File: config.mk
export PLATFORM = sky130hd
export DESIGN_NAME = modbus_rtu_request_framer
export DESIGN_NICKNAME = d
export VERILOG_FILES = /design/src/rtl/mbrf_pkg.sv /design/src/rtl/modbus_rtu_request_framer.sv /design/src/rtl/mbrf_front.sv /design/src/rtl/mbrf_cmd_queue.sv /design/src/rtl/mbrf_back.sv
export SDC_FILE = /design/constraint.sdc
export NUM_CORES = 1
export LEC_CHECK = 0
export BUFFER_PORTS_ARGS = -buffer_cell sky130_fd_sc_hd__buf_2
export CORE_ASPECT_RATIO = 1.25
export CORE_MARGIN = 4
export CORE_UTILIZATION = 30
export DETAILED_ROUTE_END_ITERATION = 6
export PLACE_DENSITY = 0.43
export SYNTH_ARGS = -nofsm -noshare
export SYNTH_HDL_FRONTEND = slang
export SYNTH_HIERARCHICAL = 1
export SYNTH_SLANG_ARGS = --single-unit
File: constraint.sdc
create_clock -name clock -period 6.2 [get_ports clock]
set_clock_uncertainty 0.05 [all_clocks]
set_input_delay 1.24 -clock clock [delete_from_list [all_inputs] [get_ports clock]]
set_output_delay 1.24 -clock clock [all_outputs]
set_load 0.05 [all_outputs]
File: src/rtl/mbrf_pkg.sv
package mbrf_pkg;

   localparam logic [2:0] MODE_READ_HOLDING = 3'd0;
   localparam logic [2:0] MODE_READ_INPUT   = 3'd1;
   localparam logic [2:0] MODE_WRITE_SINGLE = 3'd2;
   localparam logic [2:0] MODE_WRITE_MULTI  = 3'd3;
   localparam logic [2:0] MODE_DATA_WORD    = 3'd4;

   localparam logic [7:0] FC_READ_HOLDING = 8'h03;
   localparam logic [7:0] FC_READ_INPUT   = 8'h04;
   localparam logic [7:0] FC_WRITE_SINGLE = 8'h06;
   localparam logic [7:0] FC_WRITE_MULTI  = 8'h10;

   localparam logic [15:0] CRC_INIT = 16'hFFFF;
   localparam logic [15:0] CRC_POLY = 16'hA001;

   localparam logic [6:0] REG_LIMIT_MAX   = 7'd123;
   localparam logic [6:0] MAX_WRITE_RESET = 7'd20;

   typedef enum logic [2:0] {
      CMD_FULL,
      CMD_MULTI,
      CMD_DATA,
      CMD_DATA_LAST,
      CMD_ERROR
   } cmd_kind_type;

   typedef struct packed {
      cmd_kind_type kind;
      logic [7:0]   unit_id;
      logic [7:0]   code;
      logic [15:0]  reg_addr;
      logic [15:0]  count_or_value;
      logic [15:0]  data_word;
   } cmd_type;

   function automatic logic [15:0] crc_add(input logic [15:0] crc, input logic [7:0] data);
      logic [15:0] c;
      c = crc ^ {8'h00, data};
      for (int b = 0; b < 8; b++) begin
         if (c[0]) begin
            c = (c >> 1) ^ CRC_POLY;
         end else begin
            c = c >> 1;
         end
      end
      return c;
   endfunction

endpackage

File: src/rtl/modbus_rtu_request_framer.sv
// Builds Modbus RTU master request frames and delivers them one byte per result item, each
// frame closed by its CRC-16 sent low byte first. A read or write-single item yields eight
// bytes, a write-multiple header seven, a data word two (four for the last word of a frame,
// which carries the CRC) and a rejected item one; the serialiser in the back end emits one
// byte per cycle unless a waiting byte is stalled by rsp_pop, and it takes the next queued
// item as it sends the last byte of the current one. A two-entry command queue lets the input
// side take items while earlier frames are still being sent. The user must write the register
// max_write_regs only while the block is idle; the block itself does not enforce it.
module modbus_rtu_request_framer (
   input  logic        clock,
   input  logic        reset,
   input  logic        req_push,
   output logic        req_full,
   input  logic [2:0]  req_mode,
   input  logic [7:0]  req_unit_id,
   input  logic [15:0] req_reg_addr,
   input  logic [15:0] req_count_or_value,
   input  logic [15:0] req_data_word,
   output logic        rsp_empty,
   input  logic        rsp_pop,
   output logic [7:0]  rsp_frame_byte,
   output logic        rsp_frame_last,
   output logic        rsp_request_error,
   input  logic        csr_write_en,
   input  logic [6:0]  csr_write_data
);
   import mbrf_pkg::*;

   cmd_type push_data, pop_data;
   logic    q_push, q_full, q_pop, q_empty;

   mbrf_front u_front (
      .clock              (clock),
      .reset              (reset),
      .req_push           (req_push),
      .req_full           (req_full),
      .req_mode           (req_mode),
      .req_unit_id        (req_unit_id),
      .req_reg_addr       (req_reg_addr),
      .req_count_or_value (req_count_or_value),
      .req_data_word      (req_data_word),
      .csr_write_en       (csr_write_en),
      .csr_write_data     (csr_write_data),
      .q_push             (q_push),
      .q_data             (push_data),
      .q_full             (q_full)
   );

   mbrf_cmd_queue u_queue (
      .clock     (clock),
      .reset     (reset),
      .push      (q_push),
      .push_data (push_data),
      .full      (q_full),
      .pop       (q_pop),
      .pop_data  (pop_data),
      .empty     (q_empty)
   );

   mbrf_back u_back (
      .clock             (clock),
      .reset             (reset),
      .q_data            (pop_data),
      .q_empty           (q_empty),
      .q_pop             (q_pop),
      .rsp_empty         (rsp_empty),
      .rsp_pop           (rsp_pop),
      .rsp_frame_byte    (rsp_frame_byte),
      .rsp_frame_last    (rsp_frame_last),
      .rsp_request_error (rsp_request_error)
   );

endmodule

File: src/rtl/mbrf_front.sv
module mbrf_front (
   input  logic                   clock,
   input  logic                   reset,
   input  logic                   req_push,
   output logic                   req_full,
   input  logic [2:0]             req_mode,
   input  logic [7:0]             req_unit_id,
   input  logic [15:0]            req_reg_addr,
   input  logic [15:0]            req_count_or_value,
   input  logic [15:0]            req_data_word,
   input  logic                   csr_write_en,
   input  logic [6:0]             csr_write_data,
   output logic                   q_push,
   output mbrf_pkg::cmd_type      q_data,
   input  logic                   q_full
);
   import mbrf_pkg::*;

   logic [6:0] max_regs_ff, max_regs_in;
   logic       open_ff, open_in;
   logic [6:0] remaining_ff, remaining_in;
   logic [6:0] limit;
   logic       bad_count;
   logic       accept;

   assign req_full = q_full;
   assign accept   = req_push && !q_full;
   assign q_push   = accept;

   always_comb begin
      limit        = (max_regs_ff > REG_LIMIT_MAX) ? REG_LIMIT_MAX : max_regs_ff;
      bad_count    = (req_count_or_value == 16'd0) ||
                     (req_count_or_value > {9'd0, limit});
      max_regs_in  = csr_write_en ? csr_write_data : max_regs_ff;
      open_in      = open_ff;
      remaining_in = remaining_ff;

      q_data.kind           = CMD_ERROR;
      q_data.unit_id        = req_unit_id;
      q_data.reg_addr       = req_reg_addr;
      q_data.count_or_value = req_count_or_value;
      q_data.data_word      = req_data_word;
      q_data.code           = FC_WRITE_MULTI;

      if (req_mode inside {MODE_READ_HOLDING, MODE_READ_INPUT, MODE_WRITE_SINGLE}) begin
         q_data.kind = CMD_FULL;
         open_in     = 1'b0;
         remaining_in = 7'd0;
         case (req_mode)
            MODE_READ_HOLDING: q_data.code = FC_READ_HOLDING;
            MODE_READ_INPUT:   q_data.code = FC_READ_INPUT;
            default:           q_data.code = FC_WRITE_SINGLE;
         endcase
      end else if (req_mode == MODE_WRITE_MULTI) begin
         if (bad_count) begin
            q_data.kind  = CMD_ERROR;
            open_in      = 1'b0;
            remaining_in = 7'd0;
         end else begin
            q_data.kind  = CMD_MULTI;
            open_in      = 1'b1;
            remaining_in = req_count_or_value[6:0];
         end
      end else if (req_mode == MODE_DATA_WORD && open_ff && remaining_ff != 7'd0) begin
         remaining_in = remaining_ff - 7'd1;
         if (remaining_ff == 7'd1) begin
            q_data.kind = CMD_DATA_LAST;
            open_in     = 1'b0;
         end else begin
            q_data.kind = CMD_DATA;
         end
      end
   end

   always_ff @(posedge clock) begin
      if (reset) begin
         max_regs_ff  <= MAX_WRITE_RESET;
         open_ff      <= 1'b0;
         remaining_ff <= 7'd0;
      end else begin
         max_regs_ff <= max_regs_in;
         if (accept) begin
            open_ff      <= open_in;
            remaining_ff <= remaining_in;
         end
      end
   end

`ifndef SYNTHESIS
   a_open_has_words: assert property (@(posedge clock) disable iff (reset)
      open_ff |-> remaining_ff != 7'd0)
      else $error("open write frame with no words owed");
   a_reject_stray: assert property (@(posedge clock) disable iff (reset)
      accept && req_mode == MODE_DATA_WORD && !open_ff |-> q_data.kind == CMD_ERROR)
      else $error("data word outside a frame not rejected");
   a_last_closes: assert property (@(posedge clock) disable iff (reset)
      accept && q_data.kind == CMD_DATA_LAST |=> !open_ff)
      else $error("frame still open after its last word");
`endif

endmodule

File: src/rtl/mbrf_cmd_queue.sv
module mbrf_cmd_queue (
   input  logic              clock,
   input  logic              reset,
   input  logic              push,
   input  mbrf_pkg::cmd_type push_data,
   output logic              full,
   input  logic              pop,
   output mbrf_pkg::cmd_type pop_data,
   output logic              empty
);
   import mbrf_pkg::*;

   cmd_type    entry_ff [2];
   logic       wr_ptr_ff, rd_ptr_ff;
   logic [1:0] count_ff;
   logic       do_push, do_pop;

   assign full     = (count_ff == 2'd2);
   assign empty    = (count_ff == 2'd0);
   assign do_push  = push && !full;
   assign do_pop   = pop && !empty;
   assign pop_data = entry_ff[rd_ptr_ff];

   always_ff @(posedge clock) begin
      if (do_push) begin
         entry_ff[wr_ptr_ff] <= push_data;
      end
   end

   always_ff @(posedge clock) begin
      if (reset) begin
         wr_ptr_ff <= 1'b0;
         rd_ptr_ff <= 1'b0;
         count_ff  <= 2'd0;
      end else begin
         if (do_push) begin
            wr_ptr_ff <= ~wr_ptr_ff;
         end
         if (do_pop) begin
            rd_ptr_ff <= ~rd_ptr_ff;
         end
         case ({do_push, do_pop})
            2'b10:   count_ff <= count_ff + 2'd1;
            2'b01:   count_ff <= count_ff - 2'd1;
            default: count_ff <= count_ff;
         endcase
      end
   end

endmodule

File: src/rtl/mbrf_back.sv
module mbrf_back (
   input  logic              clock,
   input  logic              reset,
   input  mbrf_pkg::cmd_type q_data,
   input  logic              q_empty,
   output logic              q_pop,
   output logic              rsp_empty,
   input  logic              rsp_pop,
   output logic [7:0]        rsp_frame_byte,
   output logic              rsp_frame_last,
   output logic              rsp_request_error
);
   import mbrf_pkg::*;

   cmd_type     cmd_ff, cmd_in;
   logic        busy_ff, busy_in;
   logic [2:0]  idx_ff, idx_in;
   logic [15:0] crc_ff, crc_in;
   logic        out_valid_ff, out_valid_in;
   logic [7:0]  out_byte_ff, out_byte_in;
   logic        out_last_ff, out_last_in;
   logic        out_err_ff, out_err_in;

   logic        advance, take, is_hdr, at_last, crc_byte, frame_end;
   logic [2:0]  last_idx;
   logic [7:0]  cur_byte;
   logic [15:0] crc_base;

   assign rsp_empty         = !out_valid_ff;
   assign rsp_frame_byte    = out_byte_ff;
   assign rsp_frame_last    = out_last_ff;
   assign rsp_request_error = out_err_ff;

   always_comb begin
      advance  = !out_valid_ff || rsp_pop;
      is_hdr   = (cmd_ff.kind == CMD_FULL) || (cmd_ff.kind == CMD_MULTI);
      crc_base = (is_hdr && idx_ff == 3'd0) ? CRC_INIT : crc_ff;

      case (cmd_ff.kind)
         CMD_FULL:      last_idx = 3'd7;
         CMD_MULTI:     last_idx = 3'd6;
         CMD_DATA:      last_idx = 3'd1;
         CMD_DATA_LAST: last_idx = 3'd3;
         default:       last_idx = 3'd0;
      endcase
      at_last   = (idx_ff == last_idx);
      crc_byte  = ((cmd_ff.kind == CMD_FULL) && idx_ff >= 3'd6) ||
                  ((cmd_ff.kind == CMD_DATA_LAST) && idx_ff >= 3'd2);
      frame_end = at_last && (cmd_ff.kind == CMD_FULL || cmd_ff.kind == CMD_DATA_LAST ||
                              cmd_ff.kind == CMD_ERROR);

      case (cmd_ff.kind)
         CMD_FULL, CMD_MULTI: begin
            case (idx_ff)
               3'd0: cur_byte = cmd_ff.unit_id;
               3'd1: cur_byte = cmd_ff.code;
               3'd2: cur_byte = cmd_ff.reg_addr[15:8];
               3'd3: cur_byte = cmd_ff.reg_addr[7:0];
               3'd4: cur_byte = cmd_ff.count_or_value[15:8];
               3'd5: cur_byte = cmd_ff.count_or_value[7:0];
               3'd6: cur_byte = (cmd_ff.kind == CMD_MULTI) ?
                                {cmd_ff.count_or_value[6:0], 1'b0} : crc_ff[7:0];
               default: cur_byte = crc_ff[15:8];
            endcase
         end
         CMD_DATA, CMD_DATA_LAST: begin
            case (idx_ff)
               3'd0:    cur_byte = cmd_ff.data_word[15:8];
               3'd1:    cur_byte = cmd_ff.data_word[7:0];
               3'd2:    cur_byte = crc_ff[7:0];
               default: cur_byte = crc_ff[15:8];
            endcase
         end
         default: cur_byte = 8'h00;
      endcase

      take   = advance && (!busy_ff || at_last);
      q_pop  = take && !q_empty;

      busy_in = busy_ff;
      cmd_in  = cmd_ff;
      idx_in  = idx_ff;
      crc_in  = crc_ff;
      out_valid_in = out_valid_ff;
      out_byte_in  = out_byte_ff;
      out_last_in  = out_last_ff;
      out_err_in   = out_err_ff;

      if (advance) begin
         out_valid_in = busy_ff;
         out_byte_in  = cur_byte;
         out_last_in  = frame_end;
         out_err_in   = (cmd_ff.kind == CMD_ERROR);
         if (busy_ff) begin
            idx_in = idx_ff + 3'd1;
            if (crc_byte) begin
               crc_in = at_last ? CRC_INIT : crc_ff;
            end else if (cmd_ff.kind != CMD_ERROR) begin
               crc_in = crc_add(crc_base, cur_byte);
            end
         end
      end
      if (take) begin
         busy_in = !q_empty;
         cmd_in  = q_data;
         idx_in  = 3'd0;
      end
   end

   always_ff @(posedge clock) begin
      cmd_ff      <= cmd_in;
      out_byte_ff <= out_byte_in;
      out_last_ff <= out_last_in;
      out_err_ff  <= out_err_in;
   end

   always_ff @(posedge clock) begin
      if (reset) begin
         busy_ff      <= 1'b0;
         idx_ff       <= 3'd0;
         crc_ff       <= CRC_INIT;
         out_valid_ff <= 1'b0;
      end else begin
         busy_ff      <= busy_in;
         idx_ff       <= idx_in;
         crc_ff       <= crc_in;
         out_valid_ff <= out_valid_in;
      end
   end

`ifndef SYNTHESIS
   a_error_form: assert property (@(posedge clock) disable iff (reset)
      out_valid_ff && out_err_ff |-> out_last_ff && out_byte_ff == 8'h00)
      else $error("error item without last flag or with nonzero byte");
   a_idx_bound: assert property (@(posedge clock) disable iff (reset)
      busy_ff |-> idx_ff <= last_idx)
      else $error("byte index ran past the end of its command");
   a_hold_stalled: assert property (@(posedge clock) disable iff (reset)
      out_valid_ff && !rsp_pop |=> out_valid_ff && $stable(out_byte_ff))
      else $error("waiting result item lost while stalled");
   a_crc_closed: assert property (@(posedge clock) disable iff (reset)
      advance && busy_ff && frame_end && cmd_ff.kind != CMD_ERROR |=> crc_ff == CRC_INIT)
      else $error("running CRC not restored after a frame");
`endif

endmodule
# Yosys cells after proc, flatten, opt, wreduce, memory -nomap -nowiden
# Memory sizes are Yosys's and may differ from the RTL's. A register that Yosys moved wholly into a read port is not among the register bits.
# Cells that the tools add are included.
# op_classes
add_sub_neg	4
n_lt_le_gt_ge	4
eq_ne	21
mux	65
bitwise	11
reduce_logical	40
# op_table
operator	count
2-to-1 mux 16 bit	40
case mux 8 bit (7 select lines)	1
2-to-1 mux 7 bit	5
inverter 2 -> 3 bit	8
case mux 8 bit (3 select lines)	1
equality test 3 x 2 -> 1 bit (second input constant)	6
> comparator 16 x 7 -> 1 bit	1
logical NOT 16 bit	1
2-to-1 mux 8 bit	2
case mux 8 bit (2 select lines)	1
bitwise XOR 16 x 8 -> 16 bit	1
equality test 3 bit (second input constant)	5
2-to-1 mux 3 bit	4
case mux 3 bit (4 select lines)	1
logical AND 1 bit	11
equality test 3 x 1 -> 1 bit (second input constant)	3
logical NOT 3 bit	3
nonzero test 3 bit	3
2-to-1 mux 1 bit	8
equality test 7 x 1 -> 1 bit (second input constant)	1
> comparator 7 bit (second input constant)	1
logical OR 1 bit	7
nonzero test 7 bit	1
subtractor 7 x 1 -> 7 bit (second input constant)	1
other kinds (20)	29
# word_totals
reg_bits	50
ramBits	134
inputBits	71
output_inout_bits	12
elab_cells	159
mem_count	1
# mem_list
name	depth	word_bits	rd	rd_clocked_by_memory_dff	wr	line	text
u_queue.entry_ff	2	67	1	1	1	mbrf_cmd_queue.sv:13	cmd_type entry_ff [2];

# Longest topological paths before layout
# Gate-level depths: netlist (run 1).
# depth
word_depth	51
ltp_mapped	15
depth_no_buf	13

# Hierarchy
# The synthesis (run 1) kept the hierarchy.
# by_module_without_submodules
mod	n_inst	cells_per_inst	area_each_um2	seq_area_each_um2
mbrf_cmd_queue	1	234	5044.8	4124.0
mbrf_back	1	345	4560.6	2732.6
mbrf_front	1	213	1651.6	300.3

# Least setup slack after synthesis (run 1)
# No wires, ideal clock.
# synth_path
path_kind	flip-flop to flip-flop
startpoint	reg u_back.idx_ff[2]
endpoint	reg, netlist name u_back/cmd_ff[0]
setup_ns	0.492
arrival_time_ns	4.257
t_required_ns	5.658
slack_ns	1.401
stages_incl_launch_ff	10
path_buffers	3
synth_period_minus_slack_ns	4.799
path_cell_list	dfxtp_1 > buf_2 > buf_4 > buf_2 > nor4_1 > a21oi_1 > nor2_1 > a21oi_1 > and2_1 > nor2_1
# synth_via
elab_chain_len	3
# synth_rtl
element	line	text
start: declaration	mbrf_back.sv:17	logic [2:0] idx_ff, idx_in;
start signal: assignment	mbrf_back.sv:125	idx_ff <= idx_in;
equality test 3 bit	mbrf_back.sv:46	at_last = (idx_ff == last_idx);
logical OR 1 bit	mbrf_back.sv:77	take = advance && (!busy_ff || at_last);
logical AND 1 bit	mbrf_back.sv:77	
named net u_back.take	mbrf_back.sv:24	logic advance, take, is_hdr, at_last, crc_byte, frame_end;
# The timed path passes the listed nets, and every way through them passes these cells.
# A chain may end at the register's enable or synchronous reset.

# Worst setup path in the final report (run 1)
# layout_path
startpoint	reg u_back.idx_ff[2]
endpoint	reg u_back.crc_ff[0]
# layout_via
elab_chain_len	43
elab_cells_between_ends	68
cone_classes	order compare (2); eq/ne (8); mux (42); bitwise (9); reduce/logical (7)
# layout_rtl
element	line	text
equality test 3 bit, or another cell as far along	mbrf_back.sv:54	case (idx_ff)
case mux 8 bit (7 select lines), or another cell as far along	mbrf_back.sv:54	
case mux 8 bit (2 select lines) / 2-to-1 mux 16 bit (equally long branches)	mbrf_back.sv:52, mbrf_back.sv:37	
bitwise XOR 16 x 8 -> 16 bit	mbrf_pkg.sv:39	c = crc ^ {8'h00, data};
2-to-1 mux 16 bit / inverter 2 -> 3 bit (equally long branches)	--	
2-to-1 mux 16 bit (on tied branches)	mbrf_back.sv:98, mbrf_pkg.sv:41	
2-to-1 mux 16 bit (on tied branches)	mbrf_back.sv:96, mbrf_back.sv:98	
2-to-1 mux 16 bit (on tied branches)	mbrf_back.sv:94, mbrf_back.sv:96	
(+27 left out)	--	
2-to-1 mux 16 bit (on tied branches)	mbrf_pkg.sv:41, mbrf_back.sv:98	
2-to-1 mux 16 bit (on tied branches)	mbrf_back.sv:98, mbrf_back.sv:96	
2-to-1 mux 16 bit (on tied branches)	mbrf_back.sv:96, mbrf_back.sv:94	
2-to-1 mux 16 bit (on tied branches)	mbrf_back.sv:94, mbrf_back.sv:89	
2-to-1 mux 16 bit / inverter 2 -> 3 bit (equally long branches)	--	
2-to-1 mux 16 bit	mbrf_pkg.sv:41	if (c[0]) begin
2-to-1 mux 16 bit	mbrf_back.sv:98	end else if (cmd_ff.kind != CMD_ERROR) begin
2-to-1 mux 16 bit	mbrf_back.sv:96	if (crc_byte) begin
end signal: assignment	mbrf_back.sv:126	crc_ff <= crc_in;
end: declaration	mbrf_back.sv:18	logic [15:0] crc_ff, crc_in;
# Parallel ways exist; a longest one is shown, timed or not. The select of a mux whose other input is x is not followed.

==> summary.txt, run 1 <==
Floorplanning
  • Effective utilization at floorplan: 30.29%
  • I/O pin cnt: 83
  • Total die area: 40710 sq um
  • Core ar.: 37170 sq um
  • Die Span Y: 224.6 um
  • Die W: about 180 um
  • Row count: 79

Global routing
  • GRT Overall Usage: around an eighth
  • GRT overflow: 0
  • Initial antenna violation count: 0
  • Vias in the first global route: 6510
  • Largest net degree at the start of global routing: between 60 and 70
  • First-pass GRT wire length: ~39000 um

STA
  • Fin crit period: 4570 ps
  • Crit share post-route: 73.71%
  • Maximum clock frequency: 218.8 MHz
  • Worst-margin pin slew: 1044 ps
  • Setup Viol. Count Final: 0
  • Final Hold Viols: 0
  • Total negative setup slack: 0 ps
  • Slew HR: 30.39%
  • Max Slew Vio Count: 0
  • RSZ-0062 raised after global routing: no
  • Crit path setup slack, layout: between 1500 and 2000 ps

Routing
  • Residual DRC count: 0
  • Highest routed layer: met4
  • Final wirelength: 25290 um
  • DR WL/cell: approximately 19 um
  • Vias per inst: about 4.7
  • WL met3: 1041 um
  • Met1 Wirelength: 10970 um
  • Via count: around 6300
  • DRT iter0 DRCs: 408
  • DR pass1 iterations: 6
  • Metal2 WL: approximately 13000 um
  • Post-route antenna net violation count: 0

Setup path
  • Crit path max fanout: 27
  • WP data required: 6580 ps
  • FF-to-FF End: u_back/crc_ff[0]$_SDFFE_PP1P_
  • Worst EP arrival: between 4000 and 5000 ps
  • R2R cell count: 10
  • Kind of critical path: reg -> reg
  • Reg2reg start: u_back/idx_ff[2]$_SDFFE_PP0P_
  • R2r setup slk: about 1600 ps
  • CP Launch Type: register
  • CP Capture Type: register

CTS
  • Clock Sinks: between 200 and 300
  • Postcts setup bufs: 0
  • TritonCTS clock tree: yes
  • Clk Latency, worst-skew pair: 540 ps
  • CTS Buffer Depth: 3
  • Clock Tree Root: clkbuf_16
  • Resize count post-CTS: 0
  • H-tree levels: 1
  • CTS Buf Count: 27
  • Reg clk slew, reported paths: 70 ps
  • Hold Buf Count CTS: 0

Final layout
  • Most common cell after layout, fill and taps aside: edfxtp_1
  • Layout cell share with drive strength beyond 1: 27.27%
  • Commonest non-fill, non-tap cells in the layout: edfxtp_1 (211), buf_2 (82), mux2_2 (68)
  • Fin nets: 903
  • Ant. Diodes: 0
  • Synth-to-Final Area Change: 11.15%

Synthesis
  • Compound-gate portion of the synthesized area: 8.803%
  • Syn Std Cell Area: 11260 sq um
  • Xor and xnor area share after synthesis: 3.101%
  • Largest family of logic cells by synthesized area: compound AO/OA/AOI/OAI gates
  • #FFs+latches synth: ~250
  • Sequential fraction of the synthesis area: 63.58%
  • Synth top area cells: edfxtp_1 (56%), dfxtp_1 (7.3%), mux2_2 (6.8%)
  • Post-synthesis cell count: 792
  • Mean Syn Cell Area: 14.21 sq um
  • Area leader, netlist: edfxtp_1
  • Adder-cell share of the synthesized area: between 1.5 and 2%
  • Post-synthesis mux area share: 8.014%
  • Synth Area in Simple Gates: 7.925%
  • Post-synth EDFFs: 211
  • Post-synth ARST share: 0%
  • Synth top area share: 56.29%
  • Syn. warnings: 6
  • Synth unique cells: 88
  • Top FF cell, synth: edfxtp_1

Placed design
  • Post-Place Worst Slack: 1721 ps
  • RD Place Congestion: 0.8487
  • IO Port Bufs: 82
  • Hpwl dp: between 15000 and 20000 um

Run status
  • Status: finished, final reports clean

Min path
  • Worst Hold Depth: 2
  • Worst hold path type: reg -> reg
  • Worst Hold Endpoint: u_front/open_ff$_SDFFE_PP0P_
  • Min-delay src: u_front/open_ff$_SDFFE_PP0P_

Power and ir drop
  • Static leakage power: 0.004467 uW
  • PD cells: slightly below 500 nW/um^2
  • Max IR drop VDD: 0.1770 mV

Job
  • Max-cap viol count: 0
## layout make-up
class,count,area (sq um)
sequential,252,7158
timing repair buffer,86,440.4
multi-input combinational,424,3358
clock buffer,31,690.7
clock inverter,18,162.7
inverter,25,93.84
fill,3760,24650
tap,486,608.1
## per-layer routing
metal | vias to the layer above | global-route usage (%)
met2 | 138 | 21.03
met3 | 37 | 2.168
li1 | 2994 | -
met1 | 3108 | 15.51
met5 | - | 0
met4 | 0 | 4.045
## cells by family (layout without fill, tap and decap cells)
family / after synthesis / after routing
xor+xnor: 30 / 30
simple gates: 161 / 161
fa+ha+maj: 16 / 16
flops: 252 / 252
compound gates: 132 / 132
mux: 81 / 81
other cells: 1 / 4
buf+inv: 119 / 160
## flip-flops by register name, indices dropped and copies added (netlist names), 2 cells and up, named ones only
| register | count |
|---|---|
| u_back/crc_ff | 16 |
| u_back/idx_ff | 3 |
| u_back/rsp_frame_byte | 8 |
| u_queue/count_ff | 2 |
| u_queue/entry_ff | 134 |
| u_front/max_regs_ff | 7 |
| u_back/cmd_ff | 67 |
| u_front/remaining_ff | 7 |
## metrics by stage
step,std cells,hold WS [ps],cell area (sq um),power [uW],util (%)
final,1322,419.8,12510,6098,33.67
after floorplan,795,385.5,11270,4102,-
after detailed placement,1273,405.9,11660,4610,31.37
after CTS,1322,418.5,12510,6211,33.67
after global routing,1322,442.1,12510,6437,33.67
after global placement,1273,404.2,11660,4628,31.37
## where the power goes
part           internal [uW]  leakage [uW]  switching, uW
logic                    796       0.00165           1010
registers               2470       0.00240            267
clock network            920      0.000419            644
## Yosys cell counts (3+ instances only)
master	number
o211ai_1	5
edfxtp_1	211
buf_4	65
or2_2	3
nand2b_1	14
a22o_1	11
nor2b_1	4
a32o_1	3
inv_1	24
clkbuf_1	11
mux2_2	68
a21oi_1	31
buf_2	9
dfxtp_1	41
xnor2_1	17
nand2_1	27
nand3_1	7
a221oi_1	3
nor2_1	48
o22ai_2	4
xor2_1	7
a222oi_1	13
nor3_1	8
o22ai_1	13
buf_6	4
a22oi_1	8
a31oi_1	4
o21ai_0	9
o21ai_1	4
and2_1	4
nand4_1	9
ha_1	16
mux2i_1	11
or4_1	5
and3_1	4
nor4_1	6
## critical path: stages (launching register included)
cell and delay, ps:
dfxtp_1 960, inv_1 490, ha_1 530, a222oi_1 390
o211a_1 210, a21oi_1 70, nor2_1 320, xor3_1 420
xnor3_2 450, xor3_1 400, o32a_1 160
## how the worst max path moves through the flow
stage / endpoint / from / cells past startpoint / slack, ps
floorplan: u_back/cmd_ff[0]$_DFFE_PP_ / u_back/idx_ff[2]$_SDFFE_PP0P_ / 9 / 1400
global placement: u_back/crc_ff[0]$_SDFFE_PP1P_ / u_back/idx_ff[2]$_SDFFE_PP0P_ / 10 / 1870
detailed placement: u_back/crc_ff[0]$_SDFFE_PP1P_ / u_back/idx_ff[2]$_SDFFE_PP0P_ / 10 / 1720
CTS: u_back/crc_ff[0]$_SDFFE_PP1P_ / u_back/idx_ff[2]$_SDFFE_PP0P_ / 10 / 1710
global route: u_back/crc_ff[0]$_SDFFE_PP1P_ / u_back/idx_ff[2]$_SDFFE_PP0P_ / 11 / 1310
finish: u_back/crc_ff[0]$_SDFFE_PP1P_ / u_back/idx_ff[2]$_SDFFE_PP0P_ / 10 / 1630
No activity file was read; power rests on OpenSTA's default activity.
==> run 2: changes to the inputs <==
==> constraint.sdc (replaced) <==
create_clock -name clock -period 4.6 [get_ports clock]
set_clock_uncertainty 0.05 [all_clocks]
set_input_delay 0.92 -clock clock [delete_from_list [all_inputs] [get_ports clock]]
set_output_delay 0.92 -clock clock [all_outputs]
set_load 0.05 [all_outputs]
==> run 2 against run 1 <==
  * Count of clock-buffer cells in the layout increased by 7
  * Flip-flop and latch count is the same
  * Via count shrank 1.3%
  * Non-clock buffer count grew 7
  * Combinational power is 35% higher
  * Sequential power is 36% higher
  * Design area grew 1.0%
  * Critical endpoint unchanged
==> summary.txt, run 2 (same netlist as run 1, synthesis figures left out) <==
Run status
  • Status: finished, final reports clean

STA
  • Fin crit period: 3758 ps
  • Total negative setup slack: 0 ps
  • Final Hold Viols: 0
  • Crit share post-route: slightly above 80%
  • Crit path setup slack, layout: 841.6 ps
  • RSZ-0062 raised after global routing: no
  • Maximum clock frequency: 266.1 MHz
  • Worst-margin pin slew: 889.8 ps
  • Setup Viol. Count Final: 0
  • Slew HR: between 40% and 50%
  • Max Slew Vio Count: 0

Routing
  • Post-route antenna net violation count: 0
  • DR pass1 iterations: 5
  • Residual DRC count: 0
  • Vias per inst: 4.667
  • Via count: 6198
  • DR WL/cell: ~19 um
  • DRT iter0 DRCs: 400
  • Final wirelength: 25430 um

CTS
  • Resize count post-CTS: 0
  • Hold Buf Count CTS: 0
  • Clk Latency, worst-skew pair: 530 ps
  • CTS Buf Count: 26
  • Clock Sinks: approximately 250
  • Reg clk slew, reported paths: 70 ps
  • Postcts setup bufs: 0
  • CTS Buffer Depth: 3
  • Clock Tree Root: clkbuf_16
  • TritonCTS clock tree: yes
  • H-tree levels: 1

Global routing
  • GRT overflow: 0
  • Initial antenna violation count: 0
  • First-pass GRT wire length: 38960 um
  • GRT Overall Usage: 12.35%
  • Largest net degree at the start of global routing: 68
  • Vias in the first global route: 6420

Floorplanning
  • Die Span Y: 224.6 um
  • Core ar.: roughly 37000 sq um
  • Row count: 79
  • Effective utilization at floorplan: a little under a third
  • Total die area: just over 40000 sq um
  • Die W: around 180 um
  • I/O pin cnt: 83

Final layout
  • Synth-to-Final Area Change: 12.29%
  • Most common cell after layout, fill and taps aside: edfxtp_1
  • Layout cell share with drive strength beyond 1: 28.03%
  • Fin nets: 909
  • Ant. Diodes: 0
  • Max FFs per register: 134
  • Largest registers: u_queue/entry_ff: 134 flops, u_back/cmd_ff: 67 flops, u_back/crc_ff: 16 flops
  • Reg with most FFs: u_queue/entry_ff
  • Design area: 12640 sq um
  • Commonest non-fill, non-tap cells in the layout: edfxtp_1 (211), buf_2 (82), mux2_2 (68)
  • Final cell count without fillers: 1328

Setup path
  • CP Capture Type: register
  • Kind of critical path: reg -> reg
  • CP Launch Type: register
  • WP data required: 4970 ps
  • Worst EP arrival: 4130 ps
  • Crit path max fanout: 21

Job
  • Max-cap viol count: 0

Min path
  • Worst hold path type: reg -> reg

Placed design
  • IO Port Bufs: 82
  • Hpwl dp: between 15000 and 20000 um
  • RD Place Congestion: ~0.8
  • # placed instances: 1280
  • Post-Place Worst Slack: 905.1 ps
  • Cell Area, Placed: 11750 sq um

Power and ir drop
  • PD cells: ~660 nW/um^2
  • Max IR drop VDD: about 0.25 mV
  • Static leakage power: ~0.0045 uW
==> run 2: cell count changes in the layout (fill, tap and decap cells not counted) <==
cell | before | now
clkbuf_8 | 0 | 5
buf_4 | 4 | 8
clkinv_1 | 7 | 3
buf_12 | 0 | 3
clkinv_2 | 6 | 3
clkbuf_1 | 4 | 6
clkinv_4 | 0 | 1
clkinvlp_4 | 1 | 0
inv_6 | 1 | 0
==> run 2: path summary, 6_finish.rpt <==
path,startpoint,end,slack (ps),depth (start not counted)
worst max-delay path,u_back/idx_ff[1]$_SDFFE_PP0P_,u_back/crc_ff[0]$_SDFFE_PP1P_,840,12
worst min-delay path,u_front/open_ff$_SDFFE_PP0P_,u_front/open_ff$_SDFFE_PP0P_,420,2
worst max register to register,u_back/idx_ff[1]$_SDFFE_PP0P_,u_back/crc_ff[0]$_SDFFE_PP1P_,840,12
worst min register to register,u_front/open_ff$_SDFFE_PP0P_,u_front/open_ff$_SDFFE_PP0P_,420,2
==> run 2: worst max-delay path, stage by stage, from the launching register on <==
cell	delay, ps
dfxtp_1	510
inv_1	130
ha_1	220
buf_4	220
nor2b_1	190
a222oi_1	270
o211a_1	230
a21oi_1	80
nor2_1	310
xor3_1	430
xnor3_2	450
xor3_1	400
o32a_1	160
==> run 2: through the flow <==
stage	utilization, %	power, uW	hold slack (ps)
2_1_floorplan	-	5521	385.5
5_1_grt	34.01	8789	446.7
3_3_place_gp	31.61	6285	398.8
6_report	34.01	8313	420.3
3_5_place_dp	31.61	6255	419.9
4_1_cts	34.01	8473	427.4
==> run 2: final cells by class <==
type	instances	area (sq um)
Multi-Input combinational cell	424	3358
Sequential cell	252	7158
Fill cell	3731	24520
Timing Repair Buffer	93	530.5
Inverter	25	93.84
Clock inverter	10	125.1
Clock buffer	38	767.0
Tap cell	486	608.1
==> run 2: power breakdown <==
part	switching, uW	internal, uW	total [uW]
combinational	1330	1100	2430
sequential	398	3320	3720
clock	844	1320	2160
total	2570	5740	8310
==> run 2: metal layers <==
metal  up-vias  global-route usage [%]  routed length, um
met1      3029                   15.44              10800
met5         -                       0                  0
met3        33                   1.957               1034
li1       2993                       -                  -
met2       143                   21.77              12950
met4         0                   4.311                642
==> run 3: changes to the inputs <==
--- a/config.mk
+++ b/config.mk
@@ -10,7 +10,7 @@
 export CORE_MARGIN = 4
 export CORE_UTILIZATION = 30
 export DETAILED_ROUTE_END_ITERATION = 6
-export PLACE_DENSITY = 0.43
+export PLACE_DENSITY = 0.45
 export SYNTH_ARGS = -nofsm -noshare
 export SYNTH_HDL_FRONTEND = slang
 export SYNTH_HIERARCHICAL = 1
==> constraint.sdc (replaced) <==
create_clock -name clock -period 3.4 [get_ports clock]
set_clock_uncertainty 0.05 [all_clocks]
set_input_delay 0.68 -clock clock [delete_from_list [all_inputs] [get_ports clock]]
set_output_delay 0.68 -clock clock [all_outputs]
set_load 0.05 [all_outputs]
==> run 3 against run 2 <==
  * Design area increased by 2.3%
  * Die area is the same
  * Wire length increased by 2.1%
  * Total power up 41%
  * Critical endpoint unchanged
  * Largest cell class unchanged
==> summary.txt, run 3 (same netlist as run 1, synthesis figures left out) <==
Run status
  • Status: finished, final reports clean

CTS
  • Clock Tree Root: clkbuf_16
  • TritonCTS clock tree: yes
  • H-tree levels: 1
  • Clock Sinks: 252
  • Hold Buf Count CTS: 0
  • CTS Buf Count: 28
  • Reg clk slew, reported paths: around 60 ps
  • Clk Latency, worst-skew pair: 540 ps
  • CTS Buffer Depth: 3

Setup path
  • R2r setup slk: 160 ps
  • FF-to-FF End: u_back/crc_ff[0]$_SDFFE_PP1P_
  • CP startpoint: u_back/idx_ff[0]$_SDFFE_PP0P_
  • Worst setup endpoint: u_back/crc_ff[0]$_SDFFE_PP1P_
  • CP Launch Type: register
  • Crit-path most repeated cell: xor3_1
  • R2R cell count: 11
  • WP data required: roughly 3800 ps
  • Reg2reg start: u_back/idx_ff[0]$_SDFFE_PP0P_
  • Crit-path max cell delay: 470 ps
  • CP cell instances: inv_1 > ha_1 > and2_2 > nor4_4 > nand2_1 > o2111ai_1 > o2bb2ai_2 > xor3_1 > xnor3_2 > xor3_1 > o32a_1
  • Slowest-stage cell, CP: xor3_1
  • Worst EP arrival: 3620 ps
  • CP Capture Type: register
  • Kind of critical path: reg -> reg
  • Crit path max fanout: 4

Global routing
  • First-pass GRT wire length: 39760 um
  • GRT Overall Usage: about 13%
  • GRT overflow: 0
  • Largest net degree at the start of global routing: 68
  • Vias in the first global route: 6626
  • Initial antenna violation count: 0

STA
  • RSZ-0062 raised after global routing: no
  • Maximum clock frequency: 308.8 MHz
  • Crit path setup slack, layout: 161.8 ps
  • Setup Viol. Count Final: 0
  • Total negative setup slack: 0 ps
  • Final Hold Viols: 0
  • Max Slew Vio Count: 0
  • Hold slack: approximately 270 ps
  • Fin crit period: 3238 ps
  • Worst-margin pin slew: 1001 ps
  • Crit share post-route: 95.24%
  • Slew HR: between 30% and 40%

Floorplanning
  • Effective utilization at floorplan: 30.29%
  • Die Span Y: 224.6 um
  • Die W: 181.3 um
  • Total die area: 40710 sq um
  • I/O pin cnt: 83
  • Row count: 79
  • Core ar.: 37170 sq um

Final layout
  • Fin util: 34.80%
  • Synth-to-Final Area Change: 14.90%
  • Fillers: 3711
  • Ant. Diodes: 0
  • Layout cell share with drive strength beyond 1: between 30% and 40%
  • Design area: 12930 sq um
  • Commonest non-fill, non-tap cells in the layout: edfxtp_1 (211), buf_2 (82), mux2_2 (68)
  • Largest registers: u_queue/entry_ff: 134 flops, u_back/cmd_ff: 67 flops, u_back/crc_ff: 16 flops
  • Reg with most FFs: u_queue/entry_ff
  • Most common cell after layout, fill and taps aside: edfxtp_1
  • Reg area: 7161 sq um
  • Max FFs per register: around 130
  • Area of the multi-input gates: 3386 sq um
  • Fin nets: 940

Routing
  • DR pass1 iterations: 7
  • Via count: 6393
  • Post-route antenna net violation count: 0
  • Final wirelength: 25960 um
  • DRT iter0 DRCs: approximately 470
  • DR WL/cell: 19.10 um
  • Residual DRC count: 0
  • Vias per inst: 4.704

Power and ir drop
  • Static leakage power: 0.004697 uW
  • Max IR drop VDD: 0.3966 mV
  • PD cells: 905.1 nW/um^2

Job
  • Max-cap viol count: 0

Placed design
  • Hpwl dp: 18190 um
  • Post-Place Worst Slack: 92.69 ps
  • Cell Area, Placed: 11950 sq um
  • RD Place Congestion: 0.8604
  • IO Port Bufs: 82

Min path
  • Min-delay src: req_unit_id[0]
  • Worst hold path type: in -> reg
## run 3: cell count changes in the layout (fill, tap and decap cells not counted), sizes merged
cell      delta
inv          +3
clkinvlp     +1
bufinv       +1
clkinv       +1
clkbuf       -4
buf         +29
## run 3: layout make-up
cell class | count | share of cell area [%]
Clock buffer | 34 | 5.755
Clock inverter | 16 | 1.499
Inverter | 25 | 0.7255
Multi-Input combinational cell | 424 | 26.18
Sequential cell | 252 | 55.36
Tap cell | 486 | 4.701
Timing Repair Buffer | 122 | 5.784
## run 3: stage by stage
stage | instances | total power (uW)
global placement | 1307 | 8742
global route | 1359 | 12320
floorplan | 795 | 7466
detailed placement | 1307 | 8718
finish | 1359 | 11710
CTS | 1357 | 11870
## run 3: critical path, delay by kind of cell (launching register included)
family | cells | cell delay [ps]
adders and majority gates | 1 | 240
DFF | 1 | 350
xor gates and xnor gates | 3 | 1270
buffers and inverters | 1 | 70
and+or+nand+nor | 3 | 720
AOI/OAI and AO/OA | 3 | 420
## run 3: power breakdown
part,internal (uW),total [uW],switching [uW]
Clock,1860,3090,1220
Combinational,1720,3620,1900
Sequential,4490,5000,507
## run 3: routing by layer
layer | vias to the layer above | GRT usage [%] | wire [um]
met1 | 3129 | 15.81 | 10970
met4 | 0 | 4.287 | 713
met3 | 49 | 1.747 | 1021
met2 | 143 | 22.30 | 13250
met5 | - | 0 | 0
li1 | 3072 | - | -
## run 3: how the worst min path moves through the flow
stage / endpoint / cells after the start
global placement: u_front/open_ff$_SDFFE_PP0P_ / 2
detailed placement: u_front/open_ff$_SDFFE_PP0P_ / 2
floorplan: u_front/open_ff$_SDFFE_PP0P_ / 2
global route: u_queue/entry_ff[1][61]$_DFFE_PP_ / 1
CTS: u_queue/entry_ff[0][56]$_DFFE_PP_ / 1
finish: u_queue/entry_ff[0][56]$_DFFE_PP_ / 1
## run 3: timing repair
action	4_1_cts	5_1_grt
resized for setup	0	8
endpoints found under the setup margin	0	1
setup buffers	0	2
